$ cat src/rtl/brfs_pkg.sv
// Package for the byte ring FIFO with search: field widths, opcodes,
// controller states and the command/status structs between controller and datapath.
// No dependencies.
package brfs_pkg;

  // Fixed widths of the item fields
  localparam int OP_W   = 3;
  localparam int BYTE_W = 8;
  localparam int POFF_W = 9;
  localparam int DCNT_W = 10;
  localparam int PAT_W  = 64;
  localparam int PLEN_W = 4;
  localparam int OCC_W  = 9;

  typedef enum logic [OP_W-1:0] {
    OP_PUT     = 3'd0,
    OP_GET     = 3'd1,
    OP_PEEK    = 3'd2,
    OP_SEARCH  = 3'd3,
    OP_DISCARD = 3'd4,
    OP_FLUSH   = 3'd5
  } op_t;

  typedef enum logic [1:0] {
    ST_IDLE,
    ST_EXEC,
    ST_SRCH_RD,
    ST_SRCH_CMP
  } state_t;

  // Kind of result the datapath commits on finish
  typedef enum logic [2:0] {
    RES_PUT,
    RES_GET,
    RES_PEEK,
    RES_FOUND,
    RES_MISS,
    RES_DISCARD,
    RES_FLUSH,
    RES_NONE
  } res_kind_t;

  typedef enum logic {
    RD_IN,
    RD_SRCH
  } rd_sel_t;

  typedef struct packed {
    logic      latch;
    logic      rd_en;
    rd_sel_t   rd_sel;
    logic      adv_i;
    logic      adv_j;
    logic      finish;
    res_kind_t kind;
  } ctl_cmd_t;

  typedef struct packed {
    logic [OP_W-1:0] op;
    logic            search_ok;
    logic            match;
    logic            last_j;
    logic            i_end;
    logic            out_free;
  } dp_stat_t;

endpackage

$ cat src/rtl/brfs_ctrl.sv
// Controller state machine for the byte ring FIFO with search.
// Depends on brfs_pkg; drives ctl_cmd_t, reads dp_stat_t from brfs_dpath.
module brfs_ctrl
  import brfs_pkg::*;
(
  input  logic     clk,
  input  logic     rst_n,
  input  logic     in_valid,
  output logic     in_stall,
  input  dp_stat_t stat,
  output ctl_cmd_t cmd
);

  state_t state_r, state_nxt;

  // State register
  always_ff @(posedge clk) begin
    if (!rst_n) begin
      state_r <= ST_IDLE;
    end else begin
      state_r <= state_nxt;
    end
  end

  assign in_stall = (state_r != ST_IDLE);

  // Next state and commands
  always_comb begin
    state_nxt  = state_r;
    cmd.latch  = 1'b0;
    cmd.rd_en  = 1'b0;
    cmd.rd_sel = RD_IN;
    cmd.adv_i  = 1'b0;
    cmd.adv_j  = 1'b0;
    cmd.finish = 1'b0;
    cmd.kind   = RES_NONE;
    case (state_r)
      ST_IDLE: begin
        // Take the item and start the read that get or peek needs
        if (in_valid) begin
          cmd.latch = 1'b1;
          cmd.rd_en = 1'b1;
          state_nxt = ST_EXEC;
        end
      end
      ST_EXEC: begin
        case (stat.op)
          OP_PUT:     cmd.kind = RES_PUT;
          OP_GET:     cmd.kind = RES_GET;
          OP_PEEK:    cmd.kind = RES_PEEK;
          OP_SEARCH:  cmd.kind = RES_MISS;
          OP_DISCARD: cmd.kind = RES_DISCARD;
          OP_FLUSH:   cmd.kind = RES_FLUSH;
          default:    cmd.kind = RES_NONE;
        endcase
        if (stat.op == OP_SEARCH && stat.search_ok) begin
          // Fetch the first candidate byte
          cmd.rd_en  = 1'b1;
          cmd.rd_sel = RD_SRCH;
          state_nxt  = ST_SRCH_CMP;
        end else if (stat.out_free) begin
          cmd.finish = 1'b1;
          state_nxt  = ST_IDLE;
        end
      end
      ST_SRCH_RD: begin
        cmd.rd_en  = 1'b1;
        cmd.rd_sel = RD_SRCH;
        state_nxt  = ST_SRCH_CMP;
      end
      ST_SRCH_CMP: begin
        if (stat.match && stat.last_j) begin
          cmd.kind = RES_FOUND;
          if (stat.out_free) begin
            cmd.finish = 1'b1;
            state_nxt  = ST_IDLE;
          end
        end else if (stat.match) begin
          cmd.adv_j = 1'b1;
          state_nxt = ST_SRCH_RD;
        end else if (stat.i_end) begin
          cmd.kind = RES_MISS;
          if (stat.out_free) begin
            cmd.finish = 1'b1;
            state_nxt  = ST_IDLE;
          end
        end else begin
          // Restart the compare one position further on
          cmd.adv_i = 1'b1;
          state_nxt = ST_SRCH_RD;
        end
      end
      default: begin
        state_nxt = ST_IDLE;
      end
    endcase
  end

endmodule

$ cat config.mk
export PLATFORM = sky130hd
export DESIGN_NAME = brfs_ctrl
export DESIGN_NICKNAME = d
export VERILOG_FILES = /design/src/rtl/brfs_pkg.sv /design/src/rtl/brfs_ctrl.sv
export SDC_FILE = /design/constraint.sdc
export NUM_CORES = 1
export LEC_CHECK = 0
export BUFFER_PORTS_ARGS = -buffer_cell sky130_fd_sc_hd__buf_2
export CORE_AREA = 2 2 39 41
export CTS_CLUSTER_DIAMETER = 200
export DETAILED_ROUTE_END_ITERATION = 12
export DIE_AREA = 0 0 41 43
export PLACE_DENSITY = 0.54
export SLEW_MARGIN = 40
export SYNTH_ARGS = -nofsm -noshare
export SYNTH_HDL_FRONTEND = slang
export SYNTH_SLANG_ARGS = --single-unit
$ cat constraint.sdc
create_clock -name clk -period 3.2 [get_ports clk]
set_clock_uncertainty 0.1 [all_clocks]
set_input_delay 0.32 -clock clk [delete_from_list [all_inputs] [get_ports clk]]
set_output_delay 0.32 -clock clk [all_outputs]
set_load 0.03 [all_outputs]
# Yosys cells after proc, flatten, opt, wreduce, memory -nomap -nowiden
# Index checks and enable logic that the tools add are counted.
# totals
register_bits	2
latchBits	0
mem_bits_rw	0
romBits	0
input_bits	11
out_inout_bits	10
wordCells	39
memories	0
# classes
addsub	0
mul	0
div	0
order_cmp	0
eq_ne	9
shifts	0
mux	24
bitwise	0
n_reduce_logical	5
# op_table
op	n
$mux 2	10
$pmux 3 s6	1
$mux 4	3
$pmux 2 s4	1
$pmux 4 s2	1
$eq 3x2->1 const B	2
$eq 3x3->1 const B	2
$mux 1	6
$eq 2x2->1 const B	2
$eq 3x1->1 const B	1
$logic_not 3->1	1
$pmux 1 s3	1
$eq 2x1->1 const B	1
$logic_and 1x1->1	2
$logic_not 2->1	1
$ne 2x2->1 const B	1
$pmux 1 s2	1
$reduce_bool 2->1	1

# Longest topological paths before layout
# Gate-level depths: netlist (run 1).
# depth
depth_word	5
depth_mapped	5
mapped_depth_nobuf	5

# Least setup slack after synthesis (run 1)
# OpenSTA, ideal clock, no wires.
# synth_path
path_kind	reg2out
startpoint	reg state_r[1]
endpoint	out cmd[0] in the netlist's numbering
t_arrival_ps	1476
t_required_ps	2780
slack_ps	1304
stages_incl_launch_ff	5
path_buffers	0
path_cell_list	dfxtp_1 -> inv_1 -> ha_1 -> inv_1 -> o21ai_0
# synth_lines
element	line_no	rtl
start: declaration	brfs_ctrl.sv:14	state_t state_r, state_nxt;
start signal: assignment	brfs_ctrl.sv:21	state_r <= state_nxt;
end: declaration	brfs_ctrl.sv:11	output ctl_cmd_t cmd

==> metrics.cfg, run 1 <==
[sta]
finalCriticalPeriod_ns = 1.99
fmaxAchievable_mhz = 502
setup_violations = 0
relSlewSlack_pct = 79.8
fin_crit_sh_pct = 62.3
slew_viol_final = 0
grt_setup_unrepaired = no
tightest_slew_ns = 0.302
hold_viol = 0
setup-tns-final_ns = 0

[routing]
via_per_inst = 4.71
drtAntennaViolNets = 0
drt_iter0_drc = 8
drc = 0
routed_wl_um = 922
dr_total_vias = 405
first_pass_iters = 4
wl_per_cell_um = 10.7

[job]
cap_viol_max_count = 0

[final_layout]
regMostFlops = state_r
insertedDiodeCount = 0
syn2layout_area_growth_pct = 35.7
regArea_um2 = 40.0
n_fill_cell = 149
finalNetCount = 88
largest_register_ffs = 2
top_regs = state_r x2
multi_input_area_um2 = 314
final_layout_size_suffix_gt1_share_pct = 42.9
layoutNonFillerInstCount = 86

[setup_path]
crit_fanout = 6
cp.required_ns = 2.78
slowest_stage = dfxtp_1
crit_top_cell = inv_1
startpoint_type = register
cp_slowest_stage_delay_ns = 0.33
cp_cell_sequence = inv_1, ha_1, inv_1, a2bb2oi_1, nor2_1, buf_2
crit_path_end_kind = primary output
arrival_ns = 1.57
critPathKind = register to primary output

[global_routing]
grt_pass1_wl_um = 1360
antenna_found_initial = 0
grt_overflow = 0
grt_pass1_vias = 361
grt_max_degree = 11
gr-usage-all-layers_pct = 10.5

[placement]
dp_cells = 83
hpwl_um = 732
io_buffers = 20
routabilityCongestion = 0.691

[floorplan]
die_h_um = 43
start_util_pct = 27.8
num_rows = 14
core_area_mm2 = 0.00138
dieArea_mm2 = 0.00176
top_level_ports = 21
fp.dieW_um = 41

[hold_path]
min_path_type = input port to register

[run_status]
outcome = complete, no violations

[logic_synthesis]
synth_top_area_share_pct = 16.2
synth_fp_nets = 64
syn-cell-area_um2 = 385
syn_inst = 48
ys_seq_area_share_pct = 10.4
ys_types = 26
avgSynthCellArea_um2 = 8.03
synth-seq-cells = 2
ys.flop_type = dfxtp_1
synthTopCellsByArea = ha_1, dfxtp_1, mux2_4
yosysMostFrequentCell = inv_1
synth_edf_count = 0
async_reset_ff_share_pct = 0
ys_top_cells_by_count = inv_1, ha_1, a21oi_1
synth_area_leader_cell = ha_1
yosysWarnings = 0

[clock_tree]
cts_tree = done
clk_path_buf_depth = 2
clkSinkCount = 2
cts_hold_buf = 0
cts_buffers = 3
cts-resized-gates = 0
clkTransAtPathRegs_ns = 0.03
worstSkewPairLatency_ns = 0.22
cts_max_level = 1
root_buffer = clkbuf_4
cts_setup_buffers = 0

[pwr]
p_leak_nw = 0.273
ir_worst_vdd_v = 0.000118
cellPowerDensity_mw_per_mm2 = 358

==> cells by family after synthesis <==
kind of cell,synth area share (%)
buffers and inverters,8.12
AND/OR/NAND/NOR,23.1
XOR/XNOR,2.27
flip-flops,10.4
adder cells (fa/ha/maj),16.2
AO/OA/AOI/OAI,29.5
multiplexers,10.4
==> per-stage QoR <==
stage | hold slack [ns] | cell area (um2) | power (mW) | setup WS, ns | utilization (%)
floorplan | 0.366 | 385 | 0.104 | 1.30 | -
global placement | 0.396 | 500 | 0.133 | 1.43 | 36.2
detailed placement | 0.413 | 500 | 0.132 | 1.44 | 36.2
CTS | 0.280 | 523 | 0.189 | 1.20 | 37.8
global route | 0.295 | 523 | 0.199 | 1.12 | 37.8
finish | 0.281 | 523 | 0.187 | 1.21 | 37.8
==> critical path, delay by kind of cell, from the launching register on <==
kind / cells / cell delay, ns
buf+inv: 3 / 0.46
flops: 1 / 0.33
simple gates: 1 / 0.09
fa+ha+maj: 1 / 0.32
compound gates: 1 / 0.16
==> cell type report <==
type	count	area share [%]
Sequential cell	2	7.66
Clock buffer	3	4.31
Tap cell	16	3.83
Multi-Input combinational cell	38	60.0
Timing Repair Buffer	20	19.1
Inverter	7	5.02
==> cell usage in the layout, fill, tap and decap left out, types with 2 or more instances in the layout <==
| master | n |
|---|---|
| a21oi_1 | 4 |
| ha_1 | 5 |
| clkbuf_4 | 3 |
| dfxtp_1 | 2 |
| o21ai_0 | 3 |
| nand2_1 | 3 |
| nor2b_1 | 3 |
| nor2_1 | 2 |
| mux2_4 | 2 |
| inv_1 | 7 |
| buf_2 | 20 |
==> power by group <==
part	total, mW	internal [mW]	switching, mW
Combinational	0.102	0.0396	0.0627
Clock	0.0553	0.0413	0.0140
Sequential	0.0298	0.0274	0.00239
Total	0.187	0.108	0.0790
==> layer usage <==
layer | track usage, % | up-vias | routed length (um)
met5 | 0 | - | 0
met2 | 16.6 | 17 | 412
met4 | 0 | 0 | 0
met3 | 3.14 | 0 | 72
met1 | 14.6 | 176 | 437
li1 | - | 212 | -
==> final timing paths <==
kind	slack [ns]	end	cells past startpoint	start
setup reg to reg	1.58	state_r[1]$_SDFFE_PN0P_	5	state_r[1]$_SDFFE_PN0P_
setup / recovery	1.21	cmd[3]	6	state_r[1]$_SDFFE_PN0P_
hold reg to reg	0.41	state_r[0]$_SDFFE_PN0P_	2	state_r[0]$_SDFFE_PN0P_
hold / removal	0.28	state_r[0]$_SDFFE_PN0P_	3	rst_n
(Power assumes the default switching activity.)
==> run 2: changes to the inputs <==
- PLACE_DENSITY: 0.54 -> 0.56
- clock period: 3.2 -> 1.7 ns (I/O delays scaled with it)
==> run 2 against run 1 <==
Worst setup slack worse by 1.1 ns. Sequential share of layout area is 0.15 points higher. Sequential power grew 110%. First-iteration DRC count unchanged. Total power increased by 100%. Count of clock-buffer cells in the layout is the same. Hold slack worse by 0.18 ns. Non-clock buffer count rose by 1. Largest power group unchanged. Highest routed layer unchanged.
==> metrics.cfg, run 2 (synthesis gave the netlist of run 1 again) <==
[final_layout]
insertedDiodeCount = 0  ; unchanged
regMostFlops = state_r
finalNetCount = 89  ; +1.1%
n_fill_cell = 141  ; -5.4%
fin_util_pct = 41.7  ; +3.9 points
syn2layout_area_growth_pct = 49.7
top_regs = state_r x2
final_cell_mix = buf_2, inv_1, buf_4
final_layout_size_suffix_gt1_share_pct = 54.9  ; +12 points
mostFrequentLayoutCell = buf_2
design_area_um2 = 577  ; +10%
largest_register_ffs = 2  ; unchanged

[placement]
routabilityCongestion = 0.712  ; +3.2%
io_buffers = 20  ; unchanged
placed_cell_area_um2 = 500  ; unchanged
hpwl_um = 728  ; -0.49%

[clock_tree]
cts_buffers = 3  ; unchanged
cts_max_level = 1  ; unchanged
worstSkewPairLatency_ns = 0.22  ; about the same
cts_hold_buf = 0  ; unchanged
cts_tree = done
clkSinkCount = 2  ; unchanged
clkTransAtPathRegs_ns = 0.03  ; about the same
root_buffer = clkbuf_4
clk_path_buf_depth = 2  ; unchanged

[sta]
fin_crit_sh_pct = 94.9
tightest_slew_ns = 0.220  ; -0.0825 ns
fmaxAchievable_mhz = 620
slew_viol_final = 0  ; unchanged
setup_violations = 0  ; unchanged
hold_viol = 0  ; unchanged
relSlewSlack_pct = 85.3  ; +5.4 points
holdWs_ns = 0.103  ; -0.178 ns
finalCriticalPeriod_ns = 1.61
grt_setup_unrepaired = no

[setup_path]
crit_path_end_kind = register
r2r-start = state_r[0]$_SDFFE_PN0P_
startpoint_type = register
r2r_cells = 5  ; unchanged
arrival_ns = 1.64  ; +0.07 ns
reg2reg_to = state_r[1]$_SDFFE_PN0P_
critPathKind = register to register
cp.required_ns = 1.73  ; -1.05 ns
crit_fanout = 4  ; -2
r2r_slack_ns = 0.09  ; -1.49 ns

[hold_path]
worstHoldStart = rst_n
min_path_type = input port to register
hold_depth = 3  ; unchanged
hold_end = state_r[1]$_SDFFE_PN0P_

[global_routing]
grt_max_degree = 11  ; unchanged
gr-usage-all-layers_pct = 11.3  ; +0.79 points
grt_pass1_wl_um = 1400  ; +3.0%
grt_pass1_vias = 391  ; +8.3%
grt_overflow = 0  ; unchanged
antenna_found_initial = 0  ; unchanged

[floorplan]
top_level_ports = 21  ; unchanged
num_rows = 14  ; unchanged
dieArea_mm2 = 0.00176  ; unchanged
fp.dieW_um = 41  ; unchanged
core_area_mm2 = 0.00138  ; unchanged
start_util_pct = 27.8  ; unchanged
die_h_um = 43  ; unchanged

[routing]
routed_wl_um = 956  ; +3.7%
drc = 0  ; unchanged
drt_iter0_drc = 8  ; unchanged
first_pass_iters = 4  ; unchanged
drtAntennaViolNets = 0  ; unchanged
wl_per_cell_um = 11.0  ; +2.5%
via_per_inst = 4.71  ; about the same
dr_total_vias = 410  ; +1.2%

[pwr]
cellPowerDensity_mw_per_mm2 = 658  ; +84%
p_leak_nw = 0.282  ; +3.3%
ir_worst_vdd_v = 0.000216  ; +83%
power.total_uw = 379  ; +100%

[run_status]
outcome = complete, no violations

[job]
cap_viol_max_count = 0  ; unchanged

-- run 2: cell count changes in the layout (fill, tap and decap cells not counted), sizes merged --
cell / delta
buf: +1
-- run 2: layout make-up --
class	instances	area [um2]	share of cell area [%]
multi-input cells	38	345	59.9
inverters	7	26.3	4.56
repair buffers	21	118	20.4
well taps	16	20.0	3.47
flip-flops and latches	2	45.0	7.81
clock buffers	3	22.5	3.90
-- run 2: worst max path at each step --
stage | from | end | depth (start not counted)
5_1_grt | state_r[0]$_SDFFE_PN0P_ | cmd[7] | 5
6_report | state_r[0]$_SDFFE_PN0P_ | state_r[1]$_SDFFE_PN0P_ | 5
3_5_place_dp | state_r[1]$_SDFFE_PN0P_ | state_r[1]$_SDFFE_PN0P_ | 5
4_1_cts | state_r[1]$_SDFFE_PN0P_ | cmd[0] | 5
2_1_floorplan | state_r[1]$_SDFFE_PN0P_ | cmd[0] | 4
3_3_place_gp | state_r[0]$_SDFFE_PN0P_ | state_r[1]$_SDFFE_PN0P_ | 5
-- run 2: what timing repair did --
item | 4_1_cts | 5_1_grt
pin swaps | 0 | 0
setup endpoints to repair | 6 | 8
setup buffers | 0 | 1
gates resized for setup | 6 | 10
-- run 2: per-layer routing --
metal	vias to the layer above	GRT usage [%]	part of all wire, %	wire length [um]
li1	215	-	-	-
met1	189	11.7	44	425
met2	6	18.8	53	503
met3	0	3.66	2.8	27
met4	0	6.00	0	0
met5	-	0	0	0
-- run 2: where the power goes --
part / leakage, nW / internal [mW] / switching (mW) / total (mW)
Sequential: 0.0175 / 0.0530 / 0.00872 / 0.0617
Clock: 0.0138 / 0.0780 / 0.0281 / 0.106
Combinational: 0.251 / 0.0900 / 0.121 / 0.211
-- run 2: stage by stage --
stage | setup WS (ns) | TNS, ns | std cells
finish | 0.0874 | 0 | 87
floorplan | -0.0460 | -0.0919 | 48
global placement | 0.117 | 0 | 83
CTS | -0.000636 | -0.000636 | 86
detailed placement | 0.0750 | 0 | 83
global route | 0.0108 | 0 | 87
-- run 2: worst max-delay path, stage by stage (launching register included) --
cell and delay, ns:
dfxtp_4 0.36, inv_1 0.10, ha_1 0.20, nor2b_4 0.22, mux2_4 0.32, a311oi_2 0.22
==> run 3: changes to the inputs <==
- ABC_AREA: unset -> 1
==> run 3 against run 2 <==
Combinational power fell by 25%. Global-route usage is 1.6 points higher. Cell area decreased by 1.7%. Cell count increased by 23%. First-iteration DRC count is 25% lower. Hold slack got worse by 0.038 ns. Routed wire length fell by 0.84%. Synthesized area fell by 1.3%. Via count rose by 15%.
==> metrics.cfg, run 3 <==
[pwr]
cellPowerDensity_mw_per_mm2 = 570  ; -13%
switching_power_uw = 133  ; -16%
ir_worst_vdd_v = 0.000295  ; +36%
switching_share_pct = 41.2  ; -0.48 points
combPwrFrac_pct = 48.8  ; -7.0 points
power.total_uw = 323  ; -15%
internal_power_uw = 190  ; -14%
power_frac_seq_pct = 17.7  ; +1.4 points
p_leak_nw = 0.348  ; +23%
clkPwrFrac_pct = 33.6  ; +5.6 points

[sta]
hold_viol = 0  ; unchanged
finalCriticalPeriod_ns = 1.67  ; +0.0595 ns
setup_ws_ns = 0.0279  ; -0.0595 ns
fin_crit_sh_pct = 98.4  ; +3.5 points
setup-tns-final_ns = 0  ; unchanged
holdWs_ns = 0.0646  ; -0.0381 ns
fmaxAchievable_mhz = 598  ; -3.6%
relSlewSlack_pct = 87.3  ; +2.1 points
tightest_slew_ns = 0.190  ; -0.0298 ns
setup_violations = 0  ; unchanged
grt_setup_unrepaired = yes
slew_viol_final = 0  ; unchanged

[floorplan]
die_h_um = 43  ; unchanged
top_level_ports = 21  ; unchanged
core_area_mm2 = 0.00138  ; unchanged
fp.dieW_um = 41  ; unchanged
dieArea_mm2 = 0.00176  ; unchanged
start_util_pct = 27.5  ; -0.36 points
num_rows = 14  ; unchanged

[logic_synthesis]
ys_top_cells_by_count = inv_1, nand2_1, o21ai_0
synth_area_leader_cell = inv_1
synthTopCellsByArea = inv_1, ha_1, nand2_1
ys.flop_type = dfxtp_1
async_reset_ff_share_pct = 0  ; unchanged
ys_seq_area_share_pct = 10.5  ; +0.14 points
yosysWarnings = 0  ; unchanged
avgSynthCellArea_um2 = 5.68  ; -29%
syn_inst = 67  ; +40%
synth_fp_nets = 83  ; +30%
synth_top_area_share_pct = 17.8  ; +1.5 points
yosysMostFrequentCell = inv_1
synth-seq-cells = 2  ; unchanged
syn-cell-area_um2 = 380  ; -1.3%
synth_edf_count = 0  ; unchanged
ys_types = 17  ; -35%

[clock_tree]
root_buffer = clkbuf_4
cts_hold_buf = 0  ; unchanged
cts-resized-gates = 9  ; +3
cts_setup_buffers = 0  ; unchanged
clkSinkCount = 2  ; unchanged
cts_buffers = 3  ; unchanged
clk_path_buf_depth = 2  ; unchanged
clkTransAtPathRegs_ns = 0.03  ; about the same
cts_tree = done
worstSkewPairLatency_ns = 0.23  ; about the same
cts_max_level = 1  ; unchanged

[routing]
drc = 0  ; unchanged
routed_wl_um = 948  ; -0.84%
first_pass_iters = 3  ; -1
drtAntennaViolNets = 0  ; unchanged
drt_iter0_drc = 6  ; -2
wl_per_cell_um = 8.86  ; -19%
via_per_inst = 4.41  ; -6.4%
dr_total_vias = 472  ; +15%

[setup_path]
crit_fanout = 4  ; unchanged
cp.required_ns = 1.43  ; -0.30 ns
cp_cell_sequence = ha_2, inv_2, or2_2, o2111ai_1, buf_4
crit_path_end_kind = primary output
arrival_ns = 1.40  ; -0.24 ns
slowest_stage = dfxtp_2
startpoint_type = register
critPathKind = register to primary output
r2r_cells = 8  ; +3
cp_slowest_stage_delay_ns = 0.36  ; about the same

[final_layout]
top_regs = state_r x2
final_layout_size_suffix_gt1_share_pct = 37.4  ; -18 points
largest_register_ffs = 2  ; unchanged
n_fill_cell = 161  ; +14%
regMostFlops = state_r
finalNetCount = 109  ; +22%
insertedDiodeCount = 0  ; unchanged
syn2layout_area_growth_pct = 49.0
mostFrequentLayoutCell = buf_2
final_cell_mix = buf_2, inv_1, nand2_1, nor2_1, o21ai_0

[global_routing]
grt_overflow = 0  ; unchanged
grt_pass1_vias = 416  ; +6.4%
antenna_found_initial = 0  ; unchanged
grt_max_degree = 6  ; -5
gr-usage-all-layers_pct = 12.9  ; +1.6 points
grt_pass1_wl_um = 1520  ; +8.9%

[hold_path]
hold_depth = 3  ; unchanged
min_path_type = input port to register

[run_status]
outcome = complete, no violations

[job]
cap_viol_max_count = 0  ; unchanged

[placement]
io_buffers = 20  ; unchanged
dpl_worst_slack_ns = 0.0647  ; -0.0103 ns
routabilityCongestion = 0.870  ; +22%
hpwl_um = 810  ; +11%

==> run 3: logic make-up after synthesis <==
group / after synthesis / synth area share (%)
flops: 2 / 10.5
fa+ha+maj: 5 / 16.4
buf+inv: 18 / 17.8
simple gates: 26 / 29.9
compound gates: 16 / 25.3
==> run 3: cell type report <==
type,instances,area [um2],area share [%]
well taps,16,20.0,3.53
clock buffers,3,22.5,3.97
multi-input cells,47,292,51.4
repair buffers,21,118,20.8
flip-flops and latches,2,45.0,7.95
inverters,18,70.1,12.4
==> run 3: final timing paths <==
| path | endpoint | slack, ns | from |
|---|---|---|---|
| worst max-delay path | cmd[2] | 0.03 | state_r[1]$_SDFFE_PN0P_ |
| worst min-delay path | state_r[1]$_SDFFE_PN0P_ | 0.06 | rst_n |
| worst max register to register | state_r[0]$_SDFFE_PN0P_ | 0.27 | state_r[0]$_SDFFE_PN0P_ |
| worst min register to register | state_r[1]$_SDFFE_PN0P_ | 0.52 | state_r[1]$_SDFFE_PN0P_ |
==> run 3: power groups by stage <==
stage	clock, mW	combinational, mW	sequential (mW)
after floorplan	0	0.102	0.0541
after global placement	0	0.146	0.0551
after detailed placement	0	0.147	0.0551
after CTS	0.115	0.153	0.0553
after global routing	0.113	0.178	0.0573
final	0.108	0.158	0.0571
==> run 3: worst max-delay path: cells and delay by family, from the launching register on <==
kind                     cells  cell delay, ns
buffers and inverters        2            0.25
flip-flops                   1            0.36
AND/OR/NAND/NOR              1            0.28
AO/OA/AOI/OAI                1            0.09
adder cells (fa/ha/maj)      1            0.19
==> run 3: routing by layer <==
| layer | GRT usage (%) | share of wire (%) |
|---|---|---|
| met5 | 0 | 0 |
| met4 | 10.0 | 1.9 |
| met3 | 2.62 | 7.4 |
| met2 | 20.0 | 46 |
| met1 | 14.4 | 44 |
==> run 3: through the flow <==
step | instances | util [%] | instance area (um2)
final | 107 | 41.0 | 567
after global routing | 107 | 41.0 | 567
after CTS | 107 | 39.5 | 547
after detailed placement | 104 | 36.7 | 508
after global placement | 104 | 36.7 | 508
after floorplan | 67 | - | 380
